$ cat src/sha256_pkg.sv
`timescale 1ns / 1ps
`default_nettype none
// ----------------------------------------------------------------------------
// SHA-256 engine package
// Round constants, initial hash value and the round helper functions.
// ----------------------------------------------------------------------------
package sha256_pkg;

   localparam int unsigned ROUNDS = 64;

   localparam logic [31:0] IV [8] = '{
      32'h6a09e667, 32'hbb67ae85, 32'h3c6ef372, 32'ha54ff53a,
      32'h510e527f, 32'h9b05688c, 32'h1f83d9ab, 32'h5be0cd19
   };

   localparam logic [31:0] ROUND_K [64] = '{
      32'h428a2f98, 32'h71374491, 32'hb5c0fbcf, 32'he9b5dba5,
      32'h3956c25b, 32'h59f111f1, 32'h923f82a4, 32'hab1c5ed5,
      32'hd807aa98, 32'h12835b01, 32'h243185be, 32'h550c7dc3,
      32'h72be5d74, 32'h80deb1fe, 32'h9bdc06a7, 32'hc19bf174,
      32'he49b69c1, 32'hefbe4786, 32'h0fc19dc6, 32'h240ca1cc,
      32'h2de92c6f, 32'h4a7484aa, 32'h5cb0a9dc, 32'h76f988da,
      32'h983e5152, 32'ha831c66d, 32'hb00327c8, 32'hbf597fc7,
      32'hc6e00bf3, 32'hd5a79147, 32'h06ca6351, 32'h14292967,
      32'h27b70a85, 32'h2e1b2138, 32'h4d2c6dfc, 32'h53380d13,
      32'h650a7354, 32'h766a0abb, 32'h81c2c92e, 32'h92722c85,
      32'ha2bfe8a1, 32'ha81a664b, 32'hc24b8b70, 32'hc76c51a3,
      32'hd192e819, 32'hd6990624, 32'hf40e3585, 32'h106aa070,
      32'h19a4c116, 32'h1e376c08, 32'h2748774c, 32'h34b0bcb5,
      32'h391c0cb3, 32'h4ed8aa4a, 32'h5b9cca4f, 32'h682e6ff3,
      32'h748f82ee, 32'h78a5636f, 32'h84c87814, 32'h8cc70208,
      32'h90befffa, 32'ha4506ceb, 32'hbef9a3f7, 32'hc67178f2
   };

   localparam logic [7:0] PAD_BYTE  = 8'h80;
   localparam logic [5:0] LEN_START = 6'd56;

   typedef struct packed {
      logic start;  // begin compressing the 16 loaded words
      logic init;   // restore the initial hash value
   } core_ctrl_type;

   function automatic logic [31:0] rotr(input logic [31:0] v, input int unsigned n);
      rotr = (v >> n) | (v << (32 - n));
   endfunction

   function automatic logic [31:0] small_sig0(input logic [31:0] x);
      small_sig0 = rotr(x, 7) ^ rotr(x, 18) ^ (x >> 3);
   endfunction

   function automatic logic [31:0] small_sig1(input logic [31:0] x);
      small_sig1 = rotr(x, 17) ^ rotr(x, 19) ^ (x >> 10);
   endfunction

   function automatic logic [31:0] big_sig0(input logic [31:0] x);
      big_sig0 = rotr(x, 2) ^ rotr(x, 13) ^ rotr(x, 22);
   endfunction

   function automatic logic [31:0] big_sig1(input logic [31:0] x);
      big_sig1 = rotr(x, 6) ^ rotr(x, 11) ^ rotr(x, 25);
   endfunction

endpackage
`default_nettype wire

$ cat src/sha256_core.sv
`timescale 1ns / 1ps
`default_nettype none
// ----------------------------------------------------------------------------
// SHA-256 compression core
// One shared round unit, stepped 64 times per block, with a 16-word
// schedule window and the chaining hash.
// ----------------------------------------------------------------------------
module sha256_core (
   input  wire logic                   clock,
   input  wire logic                   reset,
   input  wire sha256_pkg::core_ctrl_type ctrl,
   input  wire logic [31:0]            load_word,
   input  wire logic                   load_en,
   input  wire logic [2:0]             hash_sel,
   output logic [31:0]                 hash_word,
   output logic                        busy
);

   logic [31:0] w_ff [16];
   logic [31:0] v_ff [8];
   logic [31:0] h_ff [8];
   logic [5:0]  round_ff;
   logic        busy_ff;
   logic        fold_ff;

   logic [31:0] w_new, t1, t2, wi;

   assign wi    = w_ff[0];
   assign w_new = w_ff[0] + sha256_pkg::small_sig0(w_ff[1]) + w_ff[9]
                  + sha256_pkg::small_sig1(w_ff[14]);
   assign t1 = v_ff[7] + sha256_pkg::big_sig1(v_ff[4])
               + ((v_ff[4] & v_ff[5]) ^ (~v_ff[4] & v_ff[6]))
               + sha256_pkg::ROUND_K[round_ff] + wi;
   assign t2 = sha256_pkg::big_sig0(v_ff[0])
               + ((v_ff[0] & v_ff[1]) ^ (v_ff[0] & v_ff[2]) ^ (v_ff[1] & v_ff[2]));

   assign hash_word = h_ff[hash_sel];
   assign busy      = busy_ff | fold_ff;

   always_ff @(posedge clock) begin
      if (reset) begin
         busy_ff  <= 1'b0;
         fold_ff  <= 1'b0;
         round_ff <= '0;
         for (int i = 0; i < 8; i++) h_ff[i] <= sha256_pkg::IV[i];
      end else begin
         fold_ff <= 1'b0;
         if (ctrl.init) begin
            for (int i = 0; i < 8; i++) h_ff[i] <= sha256_pkg::IV[i];
         end
         if (ctrl.start) begin
            busy_ff  <= 1'b1;
            round_ff <= '0;
            for (int i = 0; i < 8; i++) v_ff[i] <= h_ff[i];
         end else if (busy_ff) begin
            // advance one round and slide the schedule window
            v_ff[7] <= v_ff[6];
            v_ff[6] <= v_ff[5];
            v_ff[5] <= v_ff[4];
            v_ff[4] <= v_ff[3] + t1;
            v_ff[3] <= v_ff[2];
            v_ff[2] <= v_ff[1];
            v_ff[1] <= v_ff[0];
            v_ff[0] <= t1 + t2;
            for (int i = 0; i < 15; i++) w_ff[i] <= w_ff[i+1];
            w_ff[15] <= w_new;
            round_ff <= round_ff + 6'd1;
            if (round_ff == 6'(sha256_pkg::ROUNDS - 1)) begin
               busy_ff <= 1'b0;
               fold_ff <= 1'b1;
            end
         end else if (fold_ff) begin
            for (int i = 0; i < 8; i++) h_ff[i] <= h_ff[i] + v_ff[i];
         end
         if (load_en) begin
            for (int i = 0; i < 15; i++) w_ff[i] <= w_ff[i+1];
            w_ff[15] <= load_word;
         end
      end
   end

   a_no_start_busy: assert property (@(posedge clock) disable iff (reset)
      ctrl.start |-> !busy) else $error("core started while busy");
   a_no_load_busy: assert property (@(posedge clock) disable iff (reset)
      load_en |-> !busy_ff) else $error("word loaded during rounds");
   a_fold_after: assert property (@(posedge clock) disable iff (reset)
      $fell(busy_ff) |-> fold_ff) else $error("fold missing after rounds");

endmodule
`default_nettype wire

$ cat src/sha256_hash_engine.sv
`timescale 1ns / 1ps
`default_nettype none
// ----------------------------------------------------------------------------
// SHA-256 hash engine
// Byte-stream SHA-256 with padding, length append and digest output.
// ----------------------------------------------------------------------------
// Usage:
//   req channel: one item per handshake; tdata[7:0] is the message byte,
//   tuser[0] says the byte is present, tlast ends the message.
//   rsp channel: after an end item, eight items carry digest words h0..h7
//   (tdata[31:0] word, tdata[34:32] index), tlast on the eighth.
//   Rate: one byte per cycle into the 64-byte buffer while req_tready is
//   high. Each 64th byte holds req_tready low while the single round unit
//   works: the block moves as 16 words into the core, then a start, 64
//   shared rounds, a fold and a hand-back. An end item writes the pad
//   bytes one per cycle up to byte 63, then loads and runs one or two
//   padded blocks, emits eight items and passes a wait state before
//   req_tready returns.
//   Reset clears the fill count, bit count and control and restores the
//   initial hash value. A stalled receiver holds rsp_tdata; the engine waits.
// ----------------------------------------------------------------------------
module sha256_hash_engine (
   input  wire logic        clock,
   input  wire logic        reset,
   input  wire logic        req_tvalid,
   output logic             req_tready,
   input  wire logic [7:0]  req_tdata,   // [7:0] message_byte
   input  wire logic        req_tuser,   // [0] byte_present
   input  wire logic        req_tlast,   // end_of_message
   output logic             rsp_tvalid,
   input  wire logic        rsp_tready,
   output logic [39:0]      rsp_tdata,   // [31:0] digest_word, [34:32] word_index
   output logic             rsp_tlast    // last_word
);

   typedef enum logic [5:0] {
      ST_IDLE = 6'b000001,
      ST_LOAD = 6'b000010,
      ST_RUN  = 6'b000100,
      ST_PAD  = 6'b001000,
      ST_EMIT = 6'b010000,
      ST_WAIT = 6'b100000
   } state_type;

   state_type   state_ff, state_in;
   logic [31:0] buf_mem [16];  // block buffer, big-endian bytes per word
   logic [6:0]  fill_ff;       // bytes held, 0..63
   logic [63:0] bits_ff;
   logic        final_ff;      // padding pending or in progress
   logic        lenblk_ff;     // current padded block carries the length
   logic        padded_ff;     // 0x80 already placed
   logic [3:0]  ld_ff;
   logic [2:0]  out_ff;
   logic        start_ff;

   sha256_pkg::core_ctrl_type ctrl;
   logic [31:0] load_word, hash_word;
   logic        load_en, core_busy;

   logic accept;
   assign req_tready = (state_ff == ST_IDLE);
   assign accept     = req_tvalid && req_tready;

   // Each buffer word already holds four bytes in big-endian order.
   assign load_word  = buf_mem[ld_ff];
   assign load_en    = (state_ff == ST_LOAD);
   assign ctrl       = '{start: start_ff,
                         init: (state_ff == ST_EMIT) && rsp_tready && (out_ff == 3'd7)};

   sha256_core u_core (
      .clock     (clock),
      .reset     (reset),
      .ctrl      (ctrl),
      .load_word (load_word),
      .load_en   (load_en),
      .hash_sel  (out_ff),
      .hash_word (hash_word),
      .busy      (core_busy)
   );

   assign rsp_tvalid = (state_ff == ST_EMIT);
   assign rsp_tdata  = {5'd0, out_ff, hash_word};
   assign rsp_tlast  = (out_ff == 3'd7);

   // Byte address written in the pad state: fill position.
   logic [5:0] pad_addr;
   logic [7:0] pad_data;
   assign pad_addr = fill_ff[5:0];
   always_comb begin
      priority if (!padded_ff)            pad_data = sha256_pkg::PAD_BYTE;
      else if (lenblk_ff && fill_ff >= 7'(sha256_pkg::LEN_START))
         pad_data = bits_ff[8*(7 - (fill_ff[2:0])) +: 8];
      else                                pad_data = 8'h00;
   end

   always_ff @(posedge clock) begin
      if (accept && req_tuser)
         buf_mem[fill_ff[5:2]][{~fill_ff[1:0], 3'd0} +: 8] <= req_tdata;
      else if (state_ff == ST_PAD)
         buf_mem[pad_addr[5:2]][{~pad_addr[1:0], 3'd0} +: 8] <= pad_data;
   end

   always_comb begin
      state_in = state_ff;
      unique case (state_ff)
         ST_IDLE: begin
            if (accept) begin
               if ((req_tuser && fill_ff == 7'd63) ) state_in = ST_LOAD;
               else if (req_tlast) state_in = ST_PAD;
            end
         end
         ST_LOAD: if (ld_ff == 4'd15) state_in = ST_RUN;
         ST_RUN: begin
            if (!start_ff && !core_busy) begin
               if (!final_ff)      state_in = ST_IDLE;
               else if (lenblk_ff && padded_ff && fill_ff == 7'd0) state_in = ST_EMIT;
               else                state_in = ST_PAD;
            end
         end
         ST_PAD: if (fill_ff == 7'd63) state_in = ST_LOAD;
         ST_EMIT: if (rsp_tready && out_ff == 3'd7) state_in = ST_WAIT;
         ST_WAIT: state_in = ST_IDLE;
         default: state_in = ST_IDLE;
      endcase
   end

   always_ff @(posedge clock) begin
      if (reset) begin
         state_ff  <= ST_IDLE;
         fill_ff   <= '0;
         bits_ff   <= '0;
         final_ff  <= 1'b0;
         lenblk_ff <= 1'b0;
         padded_ff <= 1'b0;
         ld_ff     <= '0;
         out_ff    <= '0;
         start_ff  <= 1'b0;
      end else begin
         state_ff <= state_in;
         start_ff <= (state_ff == ST_LOAD) && (ld_ff == 4'd15);
         unique case (state_ff)
            ST_IDLE: begin
               if (accept) begin
                  if (req_tuser) begin
                     bits_ff <= bits_ff + 64'd8;
                     fill_ff <= (fill_ff == 7'd63) ? 7'd0 : fill_ff + 7'd1;
                  end
                  if (req_tlast) begin
                     final_ff <= 1'b1;
                     // length fits if the 0x80 lands below byte 56
                     lenblk_ff <= req_tuser ?
                        (6'(fill_ff[5:0] + 6'd1) < sha256_pkg::LEN_START)
                        : (fill_ff[5:0] < sha256_pkg::LEN_START);
                  end
               end
               ld_ff <= '0;
            end
            ST_LOAD: ld_ff <= ld_ff + 4'd1;
            ST_RUN: begin
               if (!start_ff && !core_busy && final_ff && padded_ff && fill_ff == 7'd0)
                  lenblk_ff <= 1'b1;
               if (state_in == ST_EMIT) out_ff <= '0;
            end
            ST_PAD: begin
               padded_ff <= 1'b1;
               fill_ff   <= (fill_ff == 7'd63) ? 7'd0 : fill_ff + 7'd1;
               ld_ff     <= '0;
            end
            ST_EMIT: begin
               if (rsp_tready) begin
                  out_ff <= out_ff + 3'd1;
                  if (out_ff == 3'd7) begin
                     fill_ff   <= '0;
                     bits_ff   <= '0;
                     final_ff  <= 1'b0;
                     lenblk_ff <= 1'b0;
                     padded_ff <= 1'b0;
                  end
               end
            end
            ST_WAIT: out_ff <= '0;
            default: ;
         endcase
      end
   end

   a_ready_idle: assert property (@(posedge clock) disable iff (reset)
      core_busy |-> !req_tready) else $error("ready while core busy");
   a_emit_final: assert property (@(posedge clock) disable iff (reset)
      rsp_tvalid |-> final_ff && padded_ff) else $error("digest without padding");
   a_init_last: assert property (@(posedge clock) disable iff (reset)
      ctrl.init |-> rsp_tlast) else $error("hash reinit before last word");

endmodule
`default_nettype wire

$ cat config.mk
export PLATFORM = sky130hd
export DESIGN_NAME = sha256_hash_engine
export DESIGN_NICKNAME = d
export VERILOG_FILES = /design/src/sha256_pkg.sv /design/src/sha256_core.sv /design/src/sha256_hash_engine.sv
export SDC_FILE = /design/constraint.sdc
export NUM_CORES = 2
export LEC_CHECK = 0
export BUFFER_PORTS_ARGS = -buffer_cell sky130_fd_sc_hd__buf_2
export CORE_MARGIN = 5
export CORE_UTILIZATION = 63
export DETAILED_ROUTE_END_ITERATION = 7
export GPL_TIMING_DRIVEN = 0
export PLACE_DENSITY = 0.79
export SETUP_SLACK_MARGIN = 0.4
export SYNTH_ARGS = -nofsm -noshare
export SYNTH_HDL_FRONTEND = slang
export SYNTH_SLANG_ARGS = --single-unit
$ cat constraint.sdc
create_clock -name clock -period 58.2 [get_ports clock]
set_clock_uncertainty 0.05 [all_clocks]
set_input_delay 8.73 -clock clock [delete_from_list [all_inputs] [get_ports clock]]
set_output_delay 8.73 -clock clock [all_outputs]
set_load 0.01 [all_outputs]
==> impl_metrics.tcl <==
set metrics [dict create \
    status "finished with violations" \
    violations "design-rule violations, max-capacitance violations, max-slew violations" \
    slew_viol_final 44 \
    synth_area_um2 89400 \
    ys_seq_area_frac 0.535 \
    ys_ff_latch 1636 \
    grt_max_degree 50 \
    crit_buf_inv 4 \
    instances_no_fill 9636 \
    cp_max_fo 10 \
    cp_slowest_cell "clkbuf_1" \
    antenna_found_initial 14 \
    hp-class "flop to flop" \
    drtIter0Drc 9482 \
    grt_pass1_vias 63000 \
    ctsResizeCount 0 \
    cts.sinks 1636 \
    ant_nets 0 \
    cts_tree "yes" \
    rows 138 \
    leakage_nw 35.5 \
    power_frac_comb 0.021 \
    final_nets 8209 \
    ios 57 \
    rsz0062_at_grt "no" \
    clk_latency_ns 0.85 \
    p_int_w 0.00192 \
    worst_slack_ns 44.03 \
    cts_setup_buffers 0 \
    syn_to_final_growth_pct 10.1 \
    clockBufferDepth 3 \
    htreeDepth 4 \
    syn_avg_cell_area_um2 12.2 \
    cts_root_buf "clkbuf_16" \
    die_y_um 387 \
    drive_gt1_frac 0.0912 \
    wl_per_cell_um 30.7 \
    clk_pin_slew_ns 0.06 \
    start_util 0.633 \
    p_switching_w 0.000537 \
    drtPass1Iterations 8 \
    sw_frac_of_total 0.219 \
    endpoint_kind "primary output" \
    grt_overflow_total 0 \
    grtUsageTotal 0.389 \
    worstMarginPinSlew_ns 1.57 \
    pwr-share-clk 0.457 \
    die_area_um2 149000 \
    start_kind "flop" \
    place_congestion 1.07 \
    finalCritPeriodShare 0.243 \
    synth_edf_count 1504 \
    drc 2 \
    p_per_area_nw_per_um2 24.9 \
    ys_warn_count 0 \
    cts_hold_buf 0 \
    setup_violations 0 \
    crit_chain "clkbuf_1 -> clkbuf_1 -> buf_1 -> mux4_2 -> mux2_2 -> buf_2" \
    dp_hpwl_um 215000 \
    cpLargestDelayFamily "buffers and inverters" \
    synthCells 7339 \
    path_class "flop to primary output" \
    timing.fmax_ghz 0.0706 \
    cp.arrival_ns 5.39 \
    core_area_um2 141000 \
    hold_viol 0 \
    critPathRequiredTime_ns 49.42 \
    async_flop_share 0 \
    num_vias 65200 \
    yosys_most_used_dff "edfxtp_1" \
    vdd_drop_max_v 0.0000278 \
    reg2reg_slack_ns 45.61 \
    place_ws_ns 44.84 \
    drt_wl_total_um 296000 \
    port_buffers 51 \
    dpl.cell_count 9317 \
    grt_pass1_wl_um 425000 \
    cts-buffers-inserted 168 \
    min_period_ns 14.17 \
    max-cap-violations 4 \
    power.total_w 0.00245 \
    viasPerCell 6.76 \
    ys_types 109 \
    relSlewSlack -0.0447 \
    slowest_delay_ns 1.19 \
    die_x_um 387 \
    p_seq_frac 0.522 \
    crit_path_frequent_cell "clkbuf_1" \
]
[registers in the layout (all words and copies together) (netlist names), 3 cells and up, named ones only]
register / count
bits_ff: 61
buf_mem: 512
fill_ff: 7
ld_ff: 4
out_ff: 3
state_ff: 6
u_core.h_ff: 256
u_core.round_ff: 6
u_core.v_ff: 256
u_core.w_ff: 512
[per-stage QoR]
step / TNS (ns) / hold WS [ns] / util / instance area, um^2
6_report: 0 / 0.355 / 0.697 / 98400
5_1_grt: 0 / 0.358 / 0.697 / 98400
4_1_cts: 0 / 0.352 / 0.696 / 98400
3_5_place_dp: 0 / 0.355 / 0.656 / 92700
3_3_place_gp: -75.89 / 0.350 / 0.651 / 92000
2_1_floorplan: 0 / 0.350 / - / 89400
[cell families after synthesis]
family                   Yosys count  share of synthesized area
AND/OR/NAND/NOR                 2115                      0.104
flip-flops                      1636                      0.535
AO/OA/AOI/OAI                   1383                     0.0983
XOR/XNOR                         628                     0.0616
buffers and inverters            625                     0.0266
adder cells (fa/ha/maj)          620                      0.103
multiplexers                     331                     0.0717
other                              1                  0.0000420
[cell type report]
| type | instances | area [um^2] |
|---|---|---|
| multi-input cells | 5082 | 39200 |
| clock buffers | 208 | 4420 |
| inverters | 301 | 1130 |
| plain buffers | 324 | 1250 |
| diodes | 3 | 7.51 |
| fillers | 9709 | 42800 |
| flip-flops and latches | 1636 | 47800 |
| repair buffers | 86 | 970 |
| well taps | 1890 | 2360 |
| clock inverters | 106 | 1220 |
[power groups by stage]
stage / clock network [W] / registers (W) / logic (W)
final: 0.00112 / 0.00128 / 0.0000508
after global routing: 0.00118 / 0.00128 / 0.0000542
after CTS: 0.00112 / 0.00128 / 0.0000489
after detailed placement: 0 / 0.00131 / 0.0000479
after global placement: 0 / 0.00131 / 0.0000453
after floorplan: 0 / 0.00130 / 0.0000320
[cells in the final DEF, fill, tap and decap left out, types with 45 or more instances in the layout]
master	instances
and3_1	47
inv_1	296
a21o_1	161
mux4_2	243
nor3_1	72
xnor2_1	400
a21oi_1	392
nand2b_1	79
buf_2	54
clkbuf_1	295
nand3_1	105
nor2b_1	46
xor2_1	228
ha_1	401
clkbuf_16	169
edfxtp_1	1504
dfxtp_1	132
nor2_1	494
fa_1	195
buf_1	49
a211oi_1	61
o21a_1	63
nand2_1	1056
mux2i_1	45
o21ai_0	350
[metal layers]
metal,track usage,part of all wire,vias to the layer above
met5,0,0.00021,-
met4,0.219,0.071,8
met3,0.101,0.13,1100
met2,0.583,0.44,4980
met1,0.522,0.36,31700
li1,-,-,27400
[path summary, 6_finish.rpt]
path                            start                   to  depth (start not counted)
setup / recovery                 flop        rsp_tdata[31]                          6
hold / removal    u_core.w_ff[0][205]  u_core.w_ff[0][173]                          0
setup reg to reg   u_core.round_ff[1]   u_core.v_ff[0][31]                         35
hold reg to reg   u_core.w_ff[0][205]  u_core.w_ff[0][173]                          0
[synthesized netlist by cell type, types with 195 or more instances]
| library cell | count | area share |
|---|---|---|
| xnor2_1 | 400 | 0.039 |
| edfxtp_1 | 1504 | 0.51 |
| nand2_1 | 1056 | 0.044 |
| nor2_1 | 495 | 0.021 |
| ha_1 | 401 | 0.056 |
| inv_1 | 298 | 0.013 |
| o21ai_0 | 351 | 0.020 |
| xor2_1 | 228 | 0.022 |
| clkbuf_1 | 263 | 0.011 |
| a21oi_1 | 393 | 0.022 |
| mux4_2 | 243 | 0.061 |
| fa_1 | 195 | 0.044 |
Note: power is estimated with default switching activity, not from simulation.
